[src/rtl/timer_period_split_core_assert.svh]
// Assertion macros shared by the timer period split RTL.
`ifndef TIMER_PERIOD_SPLIT_CORE_ASSERT_SVH
`define TIMER_PERIOD_SPLIT_CORE_ASSERT_SVH

// Same-cycle implication, sampled on clock, held off during reset.
`define TPS_ASSERT_NOW(label, ante, cons) \
   label: assert property (@(posedge clock) disable iff (reset) (ante) |-> (cons)) \
      else $error("timer period split assertion failed");

// Next-cycle implication, sampled on clock, held off during reset.
`define TPS_ASSERT_NEXT(label, ante, cons) \
   label: assert property (@(posedge clock) disable iff (reset) (ante) |=> (cons)) \
      else $error("timer period split assertion failed");

`endif

[src/rtl/tps_pkg.sv]
// Types and constants shared by the timer period split modules.
package tps_pkg;

   localparam int unsigned CLK_W      = 26;
   localparam int unsigned MS_W       = 16;
   localparam int unsigned PRE_W      = 8;
   localparam int unsigned PER_W      = 16;
   localparam int unsigned STATUS_W   = 2;
   localparam int unsigned TICK_W     = 33;
   localparam int unsigned DIVISOR_W  = 17;
   localparam int unsigned DIV_CNT_W  = 6;
   localparam int unsigned CSR_ADDR_W = 3;
   localparam int unsigned CSR_DATA_W = 32;

   localparam logic [DIVISOR_W-1:0]  MS_PER_SECOND      = 17'd1000;
   localparam logic [CLK_W-1:0]      BUS_CLOCK_RESET    = 26'd8000000;
   localparam logic [CSR_ADDR_W-1:0] CSR_BUS_CLOCK_ADDR = 3'd0;
   localparam logic [DIV_CNT_W-1:0]  DIV_LAST_STEP      = 6'(TICK_W - 1);

   typedef enum logic [STATUS_W-1:0] {
      TPS_STATUS_OK      = 2'd0,
      TPS_STATUS_ZERO    = 2'd1,
      TPS_STATUS_NOSPLIT = 2'd2
   } status_type;

   typedef enum logic [2:0] {
      TPS_IDLE,
      TPS_SCALE,
      TPS_MUL,
      TPS_CHECK,
      TPS_TRIAL,
      TPS_FINISH
   } state_type;

   typedef struct packed {
      logic                 start;
      logic [TICK_W-1:0]    dividend;
      logic [DIVISOR_W-1:0] divisor;
   } div_req_type;

   typedef struct packed {
      logic              done;
      logic              rem_zero;
      logic [TICK_W-1:0] quotient;
   } div_stat_type;

endpackage

[src/rtl/timer_period_split_core.sv]
// Top level of the timer period split: delay in milliseconds to prescale and period reloads.
//
// Each request transaction carries a delay in milliseconds. The block forms the tick count
// (bus_clock_hz / 1000) * delay_ms exactly, then tries prescale counts 1, 2, ... MAX_PRESCALE
// in turn and returns the first that divides the tick count exactly with a quotient of at most
// MAX_PERIOD, as prescale-minus-one and quotient-minus-one. A zero tick count gives status 1,
// and no usable prescale gives status 2, both with zero reload fields. One request is handled at
// a time; a new request is taken as soon as the previous result has been handed to the output
// register, so the result may wait there while the next request is worked on. All arithmetic is
// bit-serial through one shared 33-step restoring divider and a 16-step shift-and-add multiplier.
// The work runs in order through the scaling to kilohertz, the multiplication, a check of the tick
// count, one division for every prescale tried (up to MAX_PRESCALE trials, 256 by default) and
// the loading of the result into the output register.
`include "timer_period_split_core_assert.svh"

module timer_period_split_core #(
   parameter int unsigned MAX_PRESCALE = 256,
   parameter int unsigned MAX_PERIOD   = 65536
) (
   input  logic                                 clock,
   input  logic                                 reset,
   // Request channel. tdata: delay_ms [15:0].
   input  logic                                 req_tvalid,
   output logic                                 req_tready,
   input  logic [tps_pkg::MS_W-1:0]             req_tdata,
   // Result channel. tdata: prescale_reload [7:0], period_reload [23:8].
   output logic                                 rsp_tvalid,
   input  logic                                 rsp_tready,
   output logic [23:0]                          rsp_tdata,
   // tuser: status [1:0].
   output logic [tps_pkg::STATUS_W-1:0]         rsp_tuser,
   // Register port.
   input  logic                                 csr_psel,
   input  logic                                 csr_penable,
   input  logic                                 csr_pwrite,
   input  logic [tps_pkg::CSR_ADDR_W-1:0]       csr_paddr,
   input  logic [tps_pkg::CSR_DATA_W-1:0]       csr_pwdata,
   output logic [tps_pkg::CSR_DATA_W-1:0]       csr_prdata,
   output logic                                 csr_pready
);
   import tps_pkg::*;

   localparam int unsigned TRIAL_W   = $clog2(MAX_PRESCALE + 1);
   localparam int unsigned MUL_CNT_W = $clog2(MS_W);
   localparam logic [TRIAL_W-1:0]   PRESCALE_LIMIT = TRIAL_W'(MAX_PRESCALE);
   localparam logic [TICK_W-1:0]    PERIOD_LIMIT   = TICK_W'(MAX_PERIOD);
   localparam logic [MUL_CNT_W-1:0] MUL_LAST       = MUL_CNT_W'(MS_W - 1);

   state_type            state_ff, state_in;
   logic [CLK_W-1:0]     bus_clock_ff, bus_clock_in;
   logic [MS_W-1:0]      mplier_ff, mplier_in;
   logic [TICK_W-1:0]    mcand_ff, mcand_in;
   logic [TICK_W-1:0]    ticks_ff, ticks_in;
   logic [MUL_CNT_W-1:0] mul_cnt_ff, mul_cnt_in;
   logic [TRIAL_W-1:0]   trial_ff, trial_in;
   logic [PRE_W-1:0]     res_pre_ff, res_pre_in;
   logic [PER_W-1:0]     res_per_ff, res_per_in;
   status_type           res_status_ff, res_status_in;
   logic                 rsp_valid_ff, rsp_valid_in;
   logic [PRE_W-1:0]     rsp_pre_ff, rsp_pre_in;
   logic [PER_W-1:0]     rsp_per_ff, rsp_per_in;
   status_type           rsp_status_ff, rsp_status_in;

   div_req_type  div_req;
   div_stat_type div_stat;

   logic req_accept;
   logic csr_write;
   logic split_found;
   logic trials_spent;
   logic result_load;
   logic [TRIAL_W-1:0] trial_next;

   // Configuration transactions complete in the access phase; pready is tied high.
   assign csr_pready = 1'b1;
   assign csr_write  = csr_psel && csr_penable && csr_pwrite && csr_pready;
   assign csr_prdata = (csr_paddr == CSR_BUS_CLOCK_ADDR) ? CSR_DATA_W'(bus_clock_ff) : '0;

   assign req_tready = (state_ff == TPS_IDLE);
   assign req_accept = req_tvalid && req_tready;

   // A trial succeeds when the division is exact and the period fits the channel counter.
   assign split_found  = div_stat.rem_zero && (div_stat.quotient <= PERIOD_LIMIT);
   assign trials_spent = (trial_ff == PRESCALE_LIMIT);
   assign trial_next   = trial_ff + 1'b1;
   assign result_load  = (state_ff == TPS_FINISH) && (!rsp_valid_ff || rsp_tready);

   tps_sdiv u_sdiv (
      .clock (clock),
      .reset (reset),
      .req   (div_req),
      .stat  (div_stat)
   );

   // Next state.
   always_comb begin
      state_in = state_ff;
      unique case (state_ff)
         TPS_IDLE:   if (req_accept) state_in = TPS_SCALE;
         TPS_SCALE:  if (div_stat.done) state_in = TPS_MUL;
         TPS_MUL:    if (mul_cnt_ff == MUL_LAST) state_in = TPS_CHECK;
         TPS_CHECK:  state_in = (ticks_ff == '0) ? TPS_FINISH : TPS_TRIAL;
         TPS_TRIAL: begin
            if (div_stat.done && (split_found || trials_spent)) state_in = TPS_FINISH;
         end
         TPS_FINISH: if (result_load) state_in = TPS_IDLE;
         default:    state_in = TPS_IDLE;
      endcase
   end

   // Divider requests: the kilohertz scaling on acceptance, then one division per prescale.
   always_comb begin
      div_req.start    = 1'b0;
      div_req.dividend = ticks_ff;
      div_req.divisor  = DIVISOR_W'(trial_ff);
      unique case (state_ff)
         TPS_IDLE: begin
            div_req.start    = req_accept;
            div_req.dividend = TICK_W'(bus_clock_ff);
            div_req.divisor  = MS_PER_SECOND;
         end
         TPS_CHECK: div_req.start = (ticks_ff != '0);
         TPS_TRIAL: begin
            div_req.start   = div_stat.done && !split_found && !trials_spent;
            div_req.divisor = DIVISOR_W'(trial_next);
         end
         default: div_req.start = 1'b0;
      endcase
   end

   // Datapath and result holding registers.
   always_comb begin
      bus_clock_in  = bus_clock_ff;
      mplier_in     = mplier_ff;
      mcand_in      = mcand_ff;
      ticks_in      = ticks_ff;
      mul_cnt_in    = mul_cnt_ff;
      trial_in      = trial_ff;
      res_pre_in    = res_pre_ff;
      res_per_in    = res_per_ff;
      res_status_in = res_status_ff;
      rsp_valid_in  = rsp_valid_ff;
      rsp_pre_in    = rsp_pre_ff;
      rsp_per_in    = rsp_per_ff;
      rsp_status_in = rsp_status_ff;

      if (csr_write && csr_paddr == CSR_BUS_CLOCK_ADDR) begin
         bus_clock_in = csr_pwdata[CLK_W-1:0];
      end

      unique case (state_ff)
         TPS_IDLE: if (req_accept) mplier_in = req_tdata;
         TPS_SCALE: begin
            if (div_stat.done) begin
               mcand_in   = div_stat.quotient;
               ticks_in   = '0;
               mul_cnt_in = '0;
               trial_in   = TRIAL_W'(1);
            end
         end
         TPS_MUL: begin
            // Shift-and-add, one multiplier bit per cycle, least significant first.
            if (mplier_ff[0]) ticks_in = ticks_ff + mcand_ff;
            mcand_in   = {mcand_ff[TICK_W-2:0], 1'b0};
            mplier_in  = {1'b0, mplier_ff[MS_W-1:1]};
            mul_cnt_in = mul_cnt_ff + 1'b1;
         end
         TPS_CHECK: begin
            res_pre_in    = '0;
            res_per_in    = '0;
            res_status_in = TPS_STATUS_ZERO;
         end
         TPS_TRIAL: begin
            if (div_stat.done) begin
               if (split_found) begin
                  res_pre_in    = PRE_W'(trial_ff - 1'b1);
                  res_per_in    = PER_W'(div_stat.quotient - 1'b1);
                  res_status_in = TPS_STATUS_OK;
               end else if (trials_spent) begin
                  res_pre_in    = '0;
                  res_per_in    = '0;
                  res_status_in = TPS_STATUS_NOSPLIT;
               end else begin
                  trial_in = trial_next;
               end
            end
         end
         default: ;
      endcase

      if (result_load) begin
         rsp_valid_in  = 1'b1;
         rsp_pre_in    = res_pre_ff;
         rsp_per_in    = res_per_ff;
         rsp_status_in = res_status_ff;
      end else if (rsp_tready) begin
         rsp_valid_in = 1'b0;
      end
   end

   always_ff @(posedge clock) begin
      if (reset) begin
         state_ff     <= TPS_IDLE;
         bus_clock_ff <= BUS_CLOCK_RESET;
         rsp_valid_ff <= 1'b0;
         trial_ff     <= '0;
      end else begin
         state_ff     <= state_in;
         bus_clock_ff <= bus_clock_in;
         rsp_valid_ff <= rsp_valid_in;
         trial_ff     <= trial_in;
      end
      mplier_ff     <= mplier_in;
      mcand_ff      <= mcand_in;
      ticks_ff      <= ticks_in;
      mul_cnt_ff    <= mul_cnt_in;
      res_pre_ff    <= res_pre_in;
      res_per_ff    <= res_per_in;
      res_status_ff <= res_status_in;
      rsp_pre_ff    <= rsp_pre_in;
      rsp_per_ff    <= rsp_per_in;
      rsp_status_ff <= rsp_status_in;
   end

   assign rsp_tvalid = rsp_valid_ff;
   assign rsp_tdata  = {rsp_per_ff, rsp_pre_ff};
   assign rsp_tuser  = rsp_status_ff;

   `TPS_ASSERT_NOW(a_trial_in_range, state_ff == TPS_TRIAL,
      trial_ff != '0 && trial_ff <= PRESCALE_LIMIT)
   `TPS_ASSERT_NOW(a_div_done_expected, div_stat.done,
      state_ff == TPS_SCALE || state_ff == TPS_TRIAL)
   `TPS_ASSERT_NEXT(a_result_from_finish, result_load,
      rsp_valid_ff && $past(state_ff) == TPS_FINISH && state_ff == TPS_IDLE)

endmodule

[src/rtl/tps_sdiv.sv]
// Bit-serial restoring divider: one quotient bit per cycle.
`include "timer_period_split_core_assert.svh"

module tps_sdiv (
   input  logic                 clock,
   input  logic                 reset,
   input  tps_pkg::div_req_type req,
   output tps_pkg::div_stat_type stat
);
   import tps_pkg::*;

   logic                 busy_ff, busy_in;
   logic                 done_ff, done_in;
   logic [DIV_CNT_W-1:0] cnt_ff, cnt_in;
   logic [TICK_W-1:0]    num_ff, num_in;
   logic [DIVISOR_W-1:0] rem_ff, rem_in;
   logic [DIVISOR_W-1:0] divisor_ff, divisor_in;
   logic [DIVISOR_W:0]   shifted;
   logic                 fits;

   // The dividend shifts out at the top while quotient bits shift in below.
   assign shifted = {rem_ff, num_ff[TICK_W-1]};
   assign fits    = (shifted >= {1'b0, divisor_ff});

   always_comb begin
      busy_in    = busy_ff;
      done_in    = 1'b0;
      cnt_in     = cnt_ff;
      num_in     = num_ff;
      rem_in     = rem_ff;
      divisor_in = divisor_ff;
      if (req.start && !busy_ff) begin
         busy_in    = 1'b1;
         cnt_in     = '0;
         num_in     = req.dividend;
         rem_in     = '0;
         divisor_in = req.divisor;
      end else if (busy_ff) begin
         num_in = {num_ff[TICK_W-2:0], fits};
         rem_in = fits ? DIVISOR_W'(shifted - {1'b0, divisor_ff}) : shifted[DIVISOR_W-1:0];
         cnt_in = cnt_ff + 1'b1;
         if (cnt_ff == DIV_LAST_STEP) begin
            busy_in = 1'b0;
            done_in = 1'b1;
         end
      end
   end

   always_ff @(posedge clock) begin
      if (reset) begin
         busy_ff <= 1'b0;
         done_ff <= 1'b0;
         cnt_ff  <= '0;
      end else begin
         busy_ff <= busy_in;
         done_ff <= done_in;
         cnt_ff  <= cnt_in;
      end
      num_ff     <= num_in;
      rem_ff     <= rem_in;
      divisor_ff <= divisor_in;
   end

   assign stat.done     = done_ff;
   assign stat.rem_zero = (rem_ff == '0);
   assign stat.quotient = num_ff;

   `TPS_ASSERT_NOW(a_start_when_free, req.start, !busy_ff)
   `TPS_ASSERT_NEXT(a_done_after_last, busy_ff && cnt_ff == DIV_LAST_STEP, done_ff && !busy_ff)
   `TPS_ASSERT_NOW(a_rem_below_divisor, done_ff && divisor_ff != '0, rem_ff < divisor_ff)

endmodule
[config.mk]
export PLATFORM = sky130hd
export DESIGN_NAME = timer_period_split_core
export DESIGN_NICKNAME = d
export VERILOG_FILES = /design/src/rtl/tps_pkg.sv /design/src/rtl/timer_period_split_core.sv /design/src/rtl/tps_sdiv.sv
export VERILOG_INCLUDE_DIRS = /design/src /design/src/rtl
export SDC_FILE = /design/constraint.sdc
export NUM_CORES = 1
export LEC_CHECK = 0
export BUFFER_PORTS_ARGS = -buffer_cell sky130_fd_sc_hd__buf_2
export CAP_MARGIN = 20
export CORE_ASPECT_RATIO = 0.75
export CORE_MARGIN = 2
export CORE_UTILIZATION = 55
export DETAILED_ROUTE_END_ITERATION = 10
export GPL_TIMING_DRIVEN = 0
export PLACE_DENSITY = 0.83
export SETUP_SLACK_MARGIN = 0.2
export SKIP_LAST_GASP = 1
export SLEW_MARGIN = 25
export SYNTH_ARGS = -nofsm -noshare
export SYNTH_HDL_FRONTEND = slang
export SYNTH_HIERARCHICAL = 1
export SYNTH_SLANG_ARGS = --single-unit
[constraint.sdc]
create_clock -name clock -period 11.2 [get_ports clock]
set_clock_uncertainty 0.05 [all_clocks]
set_input_delay 1.12 -clock clock [delete_from_list [all_inputs] [get_ports clock]]
set_output_delay 1.12 -clock clock [all_outputs]
set_load 0.01 [all_outputs]
---- Word-level counts from Yosys, hierarchy flattened ----
Cells that the tools add are included.
cells by class
  $add $sub $neg .......................... 7
  $lt $le $gt $ge ......................... 2
  equal/unequal tests ..................... 18
  mux-type cells .......................... 46
  bitwise gates (word level) .............. 1
  reduce and logical (&&, ||, !) cells .... 35
operator list
  kind                     number
  $mux W33                 6
  $pmux W33 S2             2
  $mux W16                 4
  $pmux W16 S2             2
  $mux W9                  4
  $add A33 B33 Y33         1
  $le A33 B17 Y1 const B   1
  $logic_not A33 Y1        1
  $reduce_bool A33 Y1      1
  $mux W26                 1
  $mux W8                  3
  $pmux W10 S2             1
  $ge A18 B17 Y1           1
  $pmux W3 S6              1
  $pmux W9 S2              1
  $logic_not A17 Y1        1
  $mux W17                 1
  $sub A17 B17 Y17         1
  $pmux W8 S2              1
  $sub A16 B1 Y16 const B  1
  $mux W3                  5
  $ne A2 B2 Y1 const B     6
  $reduce_bool A2 Y1       6
  $logic_and A1 B1 Y1      10
  other kinds (27)         47
storage, ports and cells
  flip-flop bits (word level) ............. 252
  input bits .............................. 58
  output and inout bits ................... 61
  word-level logic and storage cells ...... 129

---- Logic depth before layout (Yosys ltp) ----
  word-level depth ........................ 8
  depth in mapped cells ................... 13
  gate-level depth less buffers ........... 13

---- Hierarchy ----
The synthesis kept the hierarchy.
by module, submodules not included
  module                   instances  cells each  area each (µm²)  sequential area each (µm²)
  timer_period_split_core  1          1027        9875.7           4924.7
  tps_sdiv                 1          356         4003.8           2001.9

---- Worst setup path before layout ----
OpenSTA, ideal clock, no wires.
  path type ............................... register to register
  start ................................... register u_sdiv.rem_ff[0]
  end ..................................... register res_per_ff[0] (enable)
  setup time .............................. 445 ps
  arrival time ............................ 3713 ps
  data required time ...................... 10705 ps
  path slack .............................. 6992 ps
  stages on the path, launching flop included .. 9
  buffers on the path ..................... 0
  clock period less this slack ............ 4208 ps
  cells stage by stage .................... dfxtp_1 nor4_1 nand4_1 nor4_1 nor4b_1 nand2_1 or3_1 o21a_1 o21ai_0
RTL lines
  what                    RTL line                        source
  from (decl)             tps_sdiv.sv:16                  logic [DIVISOR_W-1:0] rem_ff, rem_in;
  from (signal assigned)  tps_sdiv.sv:60                  rem_ff <= rem_in;
  to (signal assigned)    timer_period_split_core.sv:218  res_per_ff <= res_per_in;
  to (decl)               timer_period_split_core.sv:57   logic [PER_W-1:0] res_per_ff, res_per_in;

==> flow_summary.ini <==
[die]
io_pins = 119
die_h_um = 142
coreArea_mm2 = 0.0249
rows = 50
die_area_mm2 = 0.0265
floorplan.initialDensity_pct = 55.7
die_x_um = 187

[placed_design]
place.gp.congestion = 0.950
dp_hpwl_um = 26200
place_ws_ns = 6.67
port_buffers = 105
place_inst = 1841

[yosys]
yosysSeqAreaShare_pct = 49.9
synth.distinct_cells = 87
synth_area_mm2 = 0.0139
synthArstFlopShare_pct = 0
avgSynthCellArea_um2 = 10.0
yosys_warnings = 6
synth-seq-cells = 252
ys.flop_type = edfxtp_1
netlist_instances = 1383
synth_edf_count = 188

[timing]
fmax_mhz = 213
max_slew_margin_pct = 41.4
rsz0062_at_grt = false
worst_slack_ns = 6.51
tightestPinTransition_ns = 0.878
final.min_clock_period_ns = 4.69
hold_violations = 0
fin_crit_sh_pct = 41.9
setup_viol = 0
tns_ns = 0
drv_slew = 0

[drt]
drtIter0Drc = 1408
post_drt_via_cell_ratio = 5.94
routed-via-count = 11200
drc = 0
wl_um = 35700
drt_pass1_iterations = 5
routedWlPerCell_um = 18.9
antenna_left = 0

[critical_path]
start_kind = flip-flop
critPathKind = reg -> reg
cp-end-kind = flip-flop
cp_data_required_time_ns = 11.32
cp_data_arrival_time_ns = 4.81
critical_path.max_fanout = 33

[clock_tree]
worstSkewPairLatency_ns = 0.54
clk_pin_slew_ns = 0.06
tritoncts = built
post_cts_buffers = 0
numCtsBuffers = 26
cts_resized = 0
cts_max_level = 1
cts_buffer_depth = 3
clock-sinks = 252
cts_hold_buf = 0
clockRootBuffer = clkbuf_16

[layout]
syn_to_final_growth_pct = 14.3
nNetsFinal = 1648
stdcell_count = 1889
final_cell_mix = 272 x nand2_1, 188 x edfxtp_1, 119 x buf_2, 97 x a21oi_1, 89 x nor2_1
fin_util_pct = 63.7
fillers = 2001
final_layout_size_suffix_gt1_share_pct = 16.2
layout_commonest_cell = nand2_1
diodes = 0

[grt]
grt_pass1_wl_um = 56100
grtUsageTotal_pct = 26.6
grt_overflow = 0
grt_pass1_vias = 10600
grt_max_degree = 34
antenna_found_initial = 0

[power]
leakagePower_nw = 6.05
powerDensity_mw_per_mm2 = 165
total_power_mw = 2.62
ir_worst_vdd_v = 0.000136

[min_path]
min_path_type = reg -> reg

[job]
drv_cap = 0

[status]
status = completed
[power by group]
group	internal, mW	switching, mW	total, mW
Combinational	0.237	0.344	0.582
Clock	0.525	0.362	0.887
Sequential	1.08	0.0749	1.15
Total	1.84	0.781	2.62
[sequential cells by signal, indices dropped and copies added (netlist names), 17 cells and up]
name / count
u_sdiv/rem_ff: 17
mcand_ff: 33
bus_clock_ff: 26
u_sdiv/num_ff: 33
ticks_ff: 33
u_sdiv/divisor_ff: 17
[worst max-delay path, cell delays in order (launching register included)]
cell      delay, ns
dfxtp_1        0.34
nor4_1         0.52
nand4_1        0.18
nor4_1         0.42
nor4b_1        0.28
nand2_1        0.17
or3_1          0.44
o21ai_0        0.31
o22ai_1        0.18
nor2_1         0.25
clkbuf_1       0.45
buf_2          0.37
inv_2          0.35
[routing by layer]
metal	wire (um)	global-route usage [%]	vias to the layer above
met5	0	0	-
met4	807	6.63	0
met3	3920	6.46	64
met2	15500	40.6	561
met1	15400	38.3	5343
li1	-	-	5259
[area by class of cell]
class | count | area, um2 | area share (%)
Sequential cell | 252 | 6930 | 43.7
Multi-Input combinational cell | 1024 | 6500 | 41.0
Clock buffer | 36 | 729 | 4.60
Timing Repair Buffer | 108 | 608 | 3.83
Tap cell | 338 | 423 | 2.67
Buffer | 75 | 368 | 2.32
Inverter | 44 | 165 | 1.04
Clock inverter | 12 | 145 | 0.915
[stage by stage]
stage                     area (um2)  hold WS, ns
after floorplan                13900        0.350
after global placement         14900        0.352
after detailed placement       15000        0.355
after CTS                      15900        0.369
after global routing           15900        0.373
final                          15900        0.366
[final timing paths]
check	startpoint	endpoint	slack [ns]	cells after the start
worst max-delay path	u_sdiv/rem_ff[8]	u_sdiv/num_ff[11]	6.51	12
worst min register to register	res_status_ff[1]	rsp_tuser[1]	0.37	0
worst min-delay path	res_status_ff[1]	rsp_tuser[1]	0.37	0
worst max register to register	u_sdiv/rem_ff[8]	u_sdiv/num_ff[11]	6.51	12
[kinds of logic after synthesis]
| kind of cell | synth area share (%) |
|---|---|
| AND/OR/NAND/NOR | 18.8 |
| AO/OA/AOI/OAI | 12.7 |
| flip-flops | 49.9 |
| buffers and inverters | 3.83 |
| multiplexers | 5.51 |
| XOR/XNOR | 3.79 |
| adder cells (fa/ha/maj) | 5.43 |
| other | 0.0541 |
[Yosys cell counts, types with 7 or more instances]
master	n	area share [%]
nand2_1	272	7.4
edfxtp_1	188	41
a21oi_1	99	3.6
nor2_1	89	2.4
dfxtp_1	64	9.2
ha_1	57	5.1
mux2_2	50	4.1
clkbuf_1	45	1.2
inv_1	44	1.2
nand3_1	40	1.4
o21ai_0	35	1.3
and2_1	34	1.5
xnor2_1	32	2.0
xor2_1	28	1.8
nor2b_1	16	0.72
nor3_1	16	0.58
nor4_1	16	0.72
nand4_1	15	0.68
a21o_1	14	0.76
buf_2	13	0.47
o31ai_1	13	0.70
o211ai_1	12	0.65
and3_1	10	0.45
buf_4	10	0.54
mux2i_1	10	0.72
nand3b_1	10	0.54
a31oi_1	9	0.41
mux2_1	9	0.73
o21a_1	9	0.49
o21bai_1	9	0.49
nand2b_1	8	0.36
or3_1	8	0.36
a32oi_1	7	0.44
Power figures use the tool's default switching activity.
